<file path="src/sv/se2u_pkg.sv">
// shared types and constants for the string escape decoder
`default_nettype none

package se2u_pkg;

    localparam int QUEUE_DEPTH = 4;
    localparam int QUEUE_AW    = $clog2(QUEUE_DEPTH);

    localparam logic [1:0] ST_OK    = 2'd0;
    localparam logic [1:0] ST_EMPTY = 2'd1;
    localparam logic [1:0] ST_BIG   = 2'd2;
    localparam logic [1:0] ST_ERROR = 2'd3;

    typedef enum logic [1:0] {
        PH_TEXT,
        PH_ESC,
        PH_UESC,
        PH_HEX
    } phase_t;

    typedef enum logic [1:0] {
        KIND_NONE,
        KIND_BYTE,
        KIND_UTF8
    } kind_t;

    typedef struct packed {
        kind_t       kind;
        logic [20:0] cp;
        logic [1:0]  status;
        logic        term;
        logic        term_err;
    } cmd_t;

endpackage

`default_nettype wire

</file>
<file path="src/sv/se2u_front.sv">
// front end: escape scanner that turns input beats into output commands
`default_nettype none

module se2u_front import se2u_pkg::*; (
    input  wire logic       aclk,
    input  wire logic       aresetn,
    input  wire logic       s_valid,
    output logic            s_ready,
    input  wire logic [7:0] s_in_byte,
    input  wire logic       s_has_byte,
    input  wire logic       s_last,
    input  wire logic       q_full,
    output logic            q_push,
    output cmd_t            q_cmd
);

    localparam logic [7:0] CH_QUOTE     = 8'h22;
    localparam logic [7:0] CH_BACKSLASH = 8'h5C;
    localparam logic [7:0] CH_Q         = 8'h71;
    localparam logic [7:0] CH_N         = 8'h6E;
    localparam logic [7:0] CH_R         = 8'h72;
    localparam logic [7:0] CH_T         = 8'h74;
    localparam logic [7:0] CH_U         = 8'h75;
    localparam logic [7:0] CH_LBRACE    = 8'h7B;
    localparam logic [7:0] CH_RBRACE    = 8'h7D;
    localparam logic [7:0] CH_LF        = 8'h0A;
    localparam logic [7:0] CH_CR        = 8'h0D;
    localparam logic [7:0] CH_TAB       = 8'h09;
    localparam logic [24:0] CP_MAX      = 25'h10FFFF;
    localparam logic [20:0] CP_REPLACE  = 21'h00FFFD;

    phase_t      phase_reg, phase_next;
    logic [20:0] cp_reg, cp_next;
    logic        ovf_reg, ovf_next;
    logic        seen_reg, seen_next;
    logic        drain_reg, drain_next;

    logic        hex_ok;
    logic [3:0]  hex_v;
    logic [24:0] full_cp;
    logic        accept;

    assign s_ready = !q_full;
    assign accept  = s_valid && s_ready;

    always_comb begin
        hex_ok = 1'b1;
        hex_v  = 4'd0;
        if (s_in_byte >= 8'h30 && s_in_byte <= 8'h39) begin
            hex_v = 4'(s_in_byte - 8'h30);
        end else if (s_in_byte >= 8'h61 && s_in_byte <= 8'h66) begin
            hex_v = 4'(s_in_byte - 8'h57);
        end else if (s_in_byte >= 8'h41 && s_in_byte <= 8'h46) begin
            hex_v = 4'(s_in_byte - 8'h37);
        end else begin
            hex_ok = 1'b0;
        end
    end

    assign full_cp = {cp_reg, hex_v};

    always_comb begin
        phase_next = phase_reg;
        cp_next    = cp_reg;
        ovf_next   = ovf_reg;
        seen_next  = seen_reg;
        drain_next = drain_reg;
        q_cmd      = '{kind: KIND_NONE, cp: 21'd0, status: ST_OK, term: 1'b0, term_err: 1'b0};

        if (s_has_byte && !drain_reg) begin
            unique case (phase_reg)
                PH_ESC: begin
                    phase_next = PH_TEXT;
                    q_cmd.kind = KIND_BYTE;
                    unique case (s_in_byte)
                        CH_Q:         q_cmd.cp = {13'd0, CH_QUOTE};
                        CH_N:         q_cmd.cp = {13'd0, CH_LF};
                        CH_R:         q_cmd.cp = {13'd0, CH_CR};
                        CH_T:         q_cmd.cp = {13'd0, CH_TAB};
                        CH_BACKSLASH: q_cmd.cp = {13'd0, CH_BACKSLASH};
                        CH_U: begin
                            q_cmd.kind = KIND_NONE;
                            phase_next = PH_UESC;
                        end
                        default: begin
                            q_cmd.kind = KIND_NONE;
                            drain_next = 1'b1;
                        end
                    endcase
                end
                PH_UESC: begin
                    if (s_in_byte == CH_LBRACE) begin
                        phase_next = PH_HEX;
                        cp_next    = 21'd0;
                        ovf_next   = 1'b0;
                        seen_next  = 1'b0;
                    end else begin
                        phase_next = PH_TEXT;
                        drain_next = 1'b1;
                    end
                end
                PH_HEX: begin
                    if (s_in_byte == CH_RBRACE) begin
                        phase_next = PH_TEXT;
                        q_cmd.kind = KIND_UTF8;
                        if (ovf_reg) begin
                            q_cmd.cp     = CP_REPLACE;
                            q_cmd.status = ST_BIG;
                        end else begin
                            q_cmd.cp     = cp_reg;
                            q_cmd.status = seen_reg ? ST_OK : ST_EMPTY;
                        end
                    end else if (hex_ok) begin
                        if (full_cp > CP_MAX) ovf_next = 1'b1;
                        cp_next   = full_cp[20:0];
                        seen_next = 1'b1;
                    end else begin
                        phase_next = PH_TEXT;
                        drain_next = 1'b1;
                    end
                end
                PH_TEXT: begin
                    if (s_in_byte == CH_BACKSLASH) begin
                        phase_next = PH_ESC;
                    end else begin
                        q_cmd.kind = KIND_BYTE;
                        q_cmd.cp   = {13'd0, s_in_byte};
                    end
                end
            endcase
        end

        if (s_last) begin
            if (phase_next == PH_UESC || phase_next == PH_HEX) drain_next = 1'b1;
            q_cmd.term     = 1'b1;
            q_cmd.term_err = drain_next;
            if (drain_next) q_cmd.kind = KIND_NONE;
            phase_next = PH_TEXT;
            cp_next    = 21'd0;
            ovf_next   = 1'b0;
            seen_next  = 1'b0;
            drain_next = 1'b0;
        end
    end

    assign q_push = accept && (q_cmd.kind != KIND_NONE || q_cmd.term);

    always_ff @(posedge aclk) begin
        if (!aresetn) begin
            phase_reg <= PH_TEXT;
            cp_reg    <= 21'd0;
            ovf_reg   <= 1'b0;
            seen_reg  <= 1'b0;
            drain_reg <= 1'b0;
        end else if (accept) begin
            phase_reg <= phase_next;
            cp_reg    <= cp_next;
            ovf_reg   <= ovf_next;
            seen_reg  <= seen_next;
            drain_reg <= drain_next;
        end
    end

`ifndef SYNTHESIS
    a_drain_in_text: assert property (@(posedge aclk) disable iff (!aresetn)
        drain_reg |-> phase_reg == PH_TEXT)
        else $error("drain outside text phase");
`endif

endmodule

`default_nettype wire

</file>
<file path="src/sv/se2u_queue.sv">
// small command queue between scanner and byte emitter
`default_nettype none

module se2u_queue import se2u_pkg::*; (
    input  wire logic aclk,
    input  wire logic aresetn,
    input  wire logic push,
    input  wire cmd_t push_data,
    output logic      full,
    input  wire logic pop,
    output cmd_t      pop_data,
    output logic      empty
);

    cmd_t                  mem [QUEUE_DEPTH];
    logic [QUEUE_AW-1:0]   wr_ptr_reg, rd_ptr_reg;
    logic [QUEUE_AW:0]     count_reg;

    assign full     = count_reg == (QUEUE_AW+1)'(QUEUE_DEPTH);
    assign empty    = count_reg == '0;
    assign pop_data = mem[rd_ptr_reg];

    always_ff @(posedge aclk) begin
        if (push) mem[wr_ptr_reg] <= push_data;
    end

    always_ff @(posedge aclk) begin
        if (!aresetn) begin
            wr_ptr_reg <= '0;
            rd_ptr_reg <= '0;
            count_reg  <= '0;
        end else begin
            if (push) wr_ptr_reg <= wr_ptr_reg + 1'b1;
            if (pop)  rd_ptr_reg <= rd_ptr_reg + 1'b1;
            if (push && !pop)      count_reg <= count_reg + 1'b1;
            else if (pop && !push) count_reg <= count_reg - 1'b1;
        end
    end

`ifndef SYNTHESIS
    a_no_overflow: assert property (@(posedge aclk) disable iff (!aresetn)
        !(push && full))
        else $error("push into full queue");
    a_no_underflow: assert property (@(posedge aclk) disable iff (!aresetn)
        !(pop && empty))
        else $error("pop from empty queue");
`endif

endmodule

`default_nettype wire

</file>
<file path="src/sv/se2u_back.sv">
// back end: expands commands into output beats with utf8 encoding
`default_nettype none

module se2u_back import se2u_pkg::*; (
    input  wire logic  aclk,
    input  wire logic  aresetn,
    input  wire logic  q_empty,
    input  wire cmd_t  q_data,
    output logic       q_pop,
    output logic       m_valid,
    input  wire logic  m_ready,
    output logic [7:0] m_out_byte,
    output logic [1:0] m_status,
    output logic       m_end_of_string
);

    cmd_t       cur_reg;
    logic       cur_valid_reg;
    logic [2:0] idx_reg;

    logic [2:0] len;
    logic [2:0] beats;
    logic       last_beat;
    logic       done;
    logic [20:0] cp;

    assign cp = cur_reg.cp;

    always_comb begin
        unique case (cur_reg.kind)
            KIND_BYTE: len = 3'd1;
            KIND_UTF8: begin
                if (cp >= 21'h010000)      len = 3'd4;
                else if (cp >= 21'h000800) len = 3'd3;
                else if (cp >= 21'h000080) len = 3'd2;
                else if (cp == 21'd0)      len = 3'd2;
                else                       len = 3'd1;
            end
            default: len = 3'd0;
        endcase
    end

    assign beats     = len + {2'd0, cur_reg.term};
    assign last_beat = idx_reg == beats - 3'd1;
    assign done      = m_valid && m_ready && last_beat;
    assign q_pop     = (!cur_valid_reg || done) && !q_empty;
    assign m_valid   = cur_valid_reg;

    always_comb begin
        m_out_byte      = 8'h00;
        m_status        = cur_reg.status;
        m_end_of_string = 1'b0;
        if (idx_reg >= len) begin
            m_status        = cur_reg.term_err ? ST_ERROR : ST_OK;
            m_end_of_string = 1'b1;
        end else if (cur_reg.kind == KIND_BYTE || len == 3'd1) begin
            m_out_byte = cp[7:0];
        end else if (idx_reg == len - 3'd1) begin
            m_out_byte = {2'b10, cp[5:0]};
        end else if (idx_reg != 3'd0) begin
            m_out_byte = (idx_reg == len - 3'd2) ? {2'b10, cp[11:6]} : {2'b10, cp[17:12]};
        end else begin
            unique case (len)
                3'd2:    m_out_byte = {3'b110, cp[10:6]};
                3'd3:    m_out_byte = {4'b1110, cp[15:12]};
                default: m_out_byte = {5'b11110, cp[20:18]};
            endcase
        end
    end

    always_ff @(posedge aclk) begin
        if (q_pop) cur_reg <= q_data;
    end

    always_ff @(posedge aclk) begin
        if (!aresetn) begin
            cur_valid_reg <= 1'b0;
            idx_reg       <= 3'd0;
        end else if (q_pop) begin
            cur_valid_reg <= 1'b1;
            idx_reg       <= 3'd0;
        end else if (done) begin
            cur_valid_reg <= 1'b0;
            idx_reg       <= 3'd0;
        end else if (m_valid && m_ready) begin
            idx_reg <= idx_reg + 3'd1;
        end
    end

`ifndef SYNTHESIS
    a_idx_in_range: assert property (@(posedge aclk) disable iff (!aresetn)
        cur_valid_reg |-> idx_reg < beats)
        else $error("beat index past command length");
    a_eos_zero_byte: assert property (@(posedge aclk) disable iff (!aresetn)
        (m_valid && m_end_of_string) |-> m_out_byte == 8'h00)
        else $error("end of string beat with nonzero byte");
`endif

endmodule

`default_nettype wire

</file>
<file path="src/sv/string_escape_to_utf8.sv">
// top level of the backslash escape decoder with modified utf8 output
//
// input channel s_*: one string body byte per beat (s_in_byte), s_has_byte
// low for a beat that only closes an empty string, s_last on the final beat.
// output channel m_*: one decoded byte per beat with m_status (ok, empty
// unicode escape, code point too big, error) and m_end_of_string on the
// terminator or error beat that closes each string.
// the scanner takes one input beat per cycle while s_ready is high; each
// input beat gives 0 to 5 output beats, one per cycle while m_ready is
// high, with the utf8 expansion done by the emitter. a four entry command
// queue decouples the two, so s_ready drops only when the queue is full.
// an input beat's output is offered only after its queue write and pop.
// sustained rate: one input beat per cycle as long as the output side takes
// one beat per cycle and escapes do not expand beyond that on average; the
// output side is bound to one beat per cycle by the emitter.
// when m_ready is low the current beat holds and the queue fills, then
// s_ready falls. aresetn clears the scanner state, the queue and the
// emitter; no beats are held across reset.
`default_nettype none

module string_escape_to_utf8 import se2u_pkg::*; (
    input  wire logic       aclk,
    input  wire logic       aresetn,
    input  wire logic       s_valid,
    output logic            s_ready,
    input  wire logic [7:0] s_in_byte,
    input  wire logic       s_has_byte,
    input  wire logic       s_last,
    output logic            m_valid,
    input  wire logic       m_ready,
    output logic [7:0]      m_out_byte,
    output logic [1:0]      m_status,
    output logic            m_end_of_string
);

    logic q_full, q_empty, q_push, q_pop;
    cmd_t push_cmd, pop_cmd;

    se2u_front u_front (
        .aclk       (aclk),
        .aresetn    (aresetn),
        .s_valid    (s_valid),
        .s_ready    (s_ready),
        .s_in_byte  (s_in_byte),
        .s_has_byte (s_has_byte),
        .s_last     (s_last),
        .q_full     (q_full),
        .q_push     (q_push),
        .q_cmd      (push_cmd)
    );

    se2u_queue u_queue (
        .aclk      (aclk),
        .aresetn   (aresetn),
        .push      (q_push),
        .push_data (push_cmd),
        .full      (q_full),
        .pop       (q_pop),
        .pop_data  (pop_cmd),
        .empty     (q_empty)
    );

    se2u_back u_back (
        .aclk            (aclk),
        .aresetn         (aresetn),
        .q_empty         (q_empty),
        .q_data          (pop_cmd),
        .q_pop           (q_pop),
        .m_valid         (m_valid),
        .m_ready         (m_ready),
        .m_out_byte      (m_out_byte),
        .m_status        (m_status),
        .m_end_of_string (m_end_of_string)
    );

endmodule

`default_nettype wire
</file>
<file path="config.mk">
export PLATFORM = sky130hd
export DESIGN_NAME = string_escape_to_utf8
export DESIGN_NICKNAME = d
export VERILOG_FILES = /design/src/sv/se2u_pkg.sv /design/src/sv/se2u_front.sv /design/src/sv/se2u_queue.sv /design/src/sv/se2u_back.sv /design/src/sv/string_escape_to_utf8.sv
export SDC_FILE = /design/constraint.sdc
export NUM_CORES = 1
export LEC_CHECK = 0
export ABC_AREA = 1
export BUFFER_PORTS_ARGS = -buffer_cell sky130_fd_sc_hd__buf_4
export CAP_MARGIN = 30
export CORE_MARGIN = 4
export CORE_UTILIZATION = 34
export DETAILED_ROUTE_END_ITERATION = 10
export GPL_ROUTABILITY_DRIVEN = 0
export SLEW_MARGIN = 40
export SYNTH_ARGS = -nofsm -noshare
export SYNTH_HDL_FRONTEND = slang
export SYNTH_SLANG_ARGS = --single-unit
</file>
<file path="constraint.sdc">
create_clock -name aclk -period 5 [get_ports aclk]
set_input_delay 0 -clock aclk [delete_from_list [all_inputs] [get_ports aclk]]
set_output_delay 0 -clock aclk [all_outputs]
set_load 0.01 [all_outputs]
</file>
==> results.yml <==
run_status:
  status: "complete, no violations"
logic_synthesis:
  synth_area_per_cell_sq_um: 9.72
  synth_flop_cell: "edfxtp_1"
  synth-seq-cells: 172
  yosys.area.top_type_share: 0.507
  yosys_warnings: 0
  synthArstFlopShare: 0
  yosys-top-cells-area: "edfxtp_1, dfxtp_1, o21ai_0, nor2_1, nand2_1"
  yosysUniqueCellTypes: 38
  syn_inst: 823
  synth_area_leader_cell: "edfxtp_1"
  synth_edf_count: 135
  syn_area_sq_mm: 0.00800
  ys_seq_area_frac: 0.599
  syn-num-nets: 861
finish:
  area_growth_pct: 13.5
  multiInputGateArea_sq_mm: 0.00272
  nets: 889
  diodes: 0
  largest_reg_flops: 108
  stdcell_count: 1176
  regArea_sq_mm: 0.00479
  fill_cells: 2269
  drive_gt1_frac: 0.104
worst_hold_path:
  holdPathStages: 5
  hold_start: "s_in_byte[3]"
  min_to: "u_front.cp_reg[3]$_SDFFE_PN0P_"
  hold_path.class: "input pin to flip-flop"
sta:
  fin_tns_setup_ps: 0
  fmax_ghz: 0.257
  finalMaxSlewViolations: 0
  setup_viol: 0
  fin_crit_sh: 0.778
  relSlewSlack: 0.514
  period_minus_slack_ps: 3890
  skew_ps: 9.94
  hold_violations: 0
  tightestPinTransition_ps: 726
  rsz0062_at_grt: "false"
  fin_ws_ps: 1110
critical_path:
  reg2reg_from: "u_back.cp[3]$_DFFE_PP_"
  crit_type: "flip-flop to flip-flop"
  rr_endpoint: "u_queue.count_reg[2]$_SDFFE_PN0P_"
  crit_fanout: 5
  reg2regPathDepth: 19
  reg2reg_slack_ps: 1110
  setup.worst_path.start_class: "flip-flop"
  cp.arrival_ps: 4200
  worst_setup_path_end_kind: "flip-flop"
  worstPathRequired_ps: 5310
global_routing:
  antenna_found_initial: 0
  overflow: 0
  grt_pass1_wl_um: 28100
  grt_pass1_vias: 5389
  grt.total_usage: 0.137
  grt_max_degree: 57
placed_design:
  dp.cells: 1141
  io_buffers: 26
  dp_slack_ps: 1110
  hpwl_um: 11600
die:
  dieArea_sq_mm: 0.0260
  pin_count: 27
  core_sq_mm: 0.0229
  die_h_um: 161
  rows: 55
  start_util: 0.349
  die_x_um: 161
cts:
  cts.clk_slew.worst_paths_ps: 60
  clockBufferDepth: 2
  cts_max_level: 4
  clock-root-buffer: "clkbuf_16"
  clock_sinks: 172
  cts_tree: "done"
  cts_made_buffers: 17
  clk_latency_ps: 420
  post_cts_buffers: 0
detailed_routing:
  drt-total-wl_um: 17200
  drc: 0
  drt_iter0_markers: 508
  vias_per_cell: 4.84
  dr.pass1.iters: 7
  vias: 5689
  routedWlPerCell_um: 14.6
  antenna_left: 0
flow_run:
  drv_cap: 0
power_and_ir_drop:
  leakage_nw: 3.41
  power.density_mw_per_mm2: 491
  vdd_drop_max_v: 0.000254
-- placed cells by master, fill, tap and decap left out, types with 8 or more instances in the layout --
cell / n
or2_0: 8
buf_4: 33
o22ai_1: 29
clkbuf_16: 17
edfxtp_1: 135
inv_2: 8
o21ai_0: 87
nor3_1: 12
nor2_1: 111
inv_1: 90
ha_1: 23
nand3_1: 27
a21oi_1: 67
nand2_1: 106
dfxtp_1: 37
-- per-layer routing --
layer | global-route usage | wire, um | vias to the layer above
met4 | 0.0423 | 206 | 0
met2 | 0.212 | 7880 | 118
met3 | 0.0314 | 767 | 21
li1 | - | - | 2866
met5 | 0 | 0 | -
met1 | 0.191 | 8320 | 2684
-- layout make-up --
class | count | share of cell area
well taps | 313 | 0.0431
multi-input cells | 523 | 0.300
flip-flops and latches | 172 | 0.528
clock buffers | 19 | 0.0477
clock inverters | 12 | 0.00854
repair buffers | 37 | 0.0317
inverters | 100 | 0.0413
-- cells by family after synthesis --
logic type / synth area share
adders and majority gates: 0.0385
and+or+nand+nor: 0.158
buffers and inverters: 0.0621
DFF: 0.599
xor gates and xnor gates: 0.0120
AOI/OAI and AO/OA: 0.130
-- through the flow --
stage | utilization | instance area [sq um] | total power, mW | hold slack [ps]
2_1_floorplan | - | 8000 | 2.87 | 98.9
3_3_place_gp | 0.372 | 8530 | 3.35 | 277
3_5_place_dp | 0.372 | 8530 | 3.37 | 285
4_1_cts | 0.396 | 9080 | 4.51 | 2.43
5_1_grt | 0.396 | 9080 | 4.79 | 25.2
6_report | 0.396 | 9080 | 4.46 | 19.8
-- how the worst max path moves through the flow --
stage	startpoint	end
after floorplan	u_back.cp[3]$_DFFE_PP_	u_queue.count_reg[2]$_SDFFE_PN0P_
after global placement	u_back.cp[3]$_DFFE_PP_	u_queue.count_reg[2]$_SDFFE_PN0P_
after detailed placement	u_back.cp[3]$_DFFE_PP_	u_queue.count_reg[2]$_SDFFE_PN0P_
after CTS	u_back.cp[3]$_DFFE_PP_	m_status[0]
after global routing	u_back.cp[3]$_DFFE_PP_	u_queue.count_reg[2]$_SDFFE_PN0P_
final	u_back.cp[3]$_DFFE_PP_	u_queue.count_reg[2]$_SDFFE_PN0P_
-- Yosys cell counts, drive strengths merged, types with 2 or more instances --
library cell	number
o211ai	3
clkinv	2
ha	23
dfxtp	37
xnor2	4
nand3	31
buf	8
xor2	7
nand4	6
a31oi	4
nor2	118
o22ai	29
clkbuf	20
or2	13
a21oi	67
edfxtp	135
o21ai	87
nor3	12
nand2	112
nor4	2
inv	98
-- critical path, cell delays in order, from the launching register on --
cell and delay (ps):
edfxtp_1 390, or2_2 300, nor4_1 230, nor3_1 80, or2_2 270, a21boi_0 400, ha_1 240, ha_1 240
xnor2_1 140, nor3_1 60, nand2_1 90, nand2_1 100, nand2_2 130, ha_1 150, inv_1 70, fa_1 430
a21oi_1 140, o21ai_0 110, o21ai_0 160, a21oi_1 50
-- where the power goes --
part	internal (mW)	switching [mW]	leakage (nW)	total, mW
sequential	1.84	0.101	1.60	1.94
clock	0.626	0.517	0.249	1.14
combinational	0.458	0.924	1.56	1.38
-- repair_timing --
action                    4_1_cts  5_1_grt
hold endpoints to repair       17        0
hold buffers                    4        0
resized for setup               0        0
No activity file was read; power rests on OpenSTA's default activity.
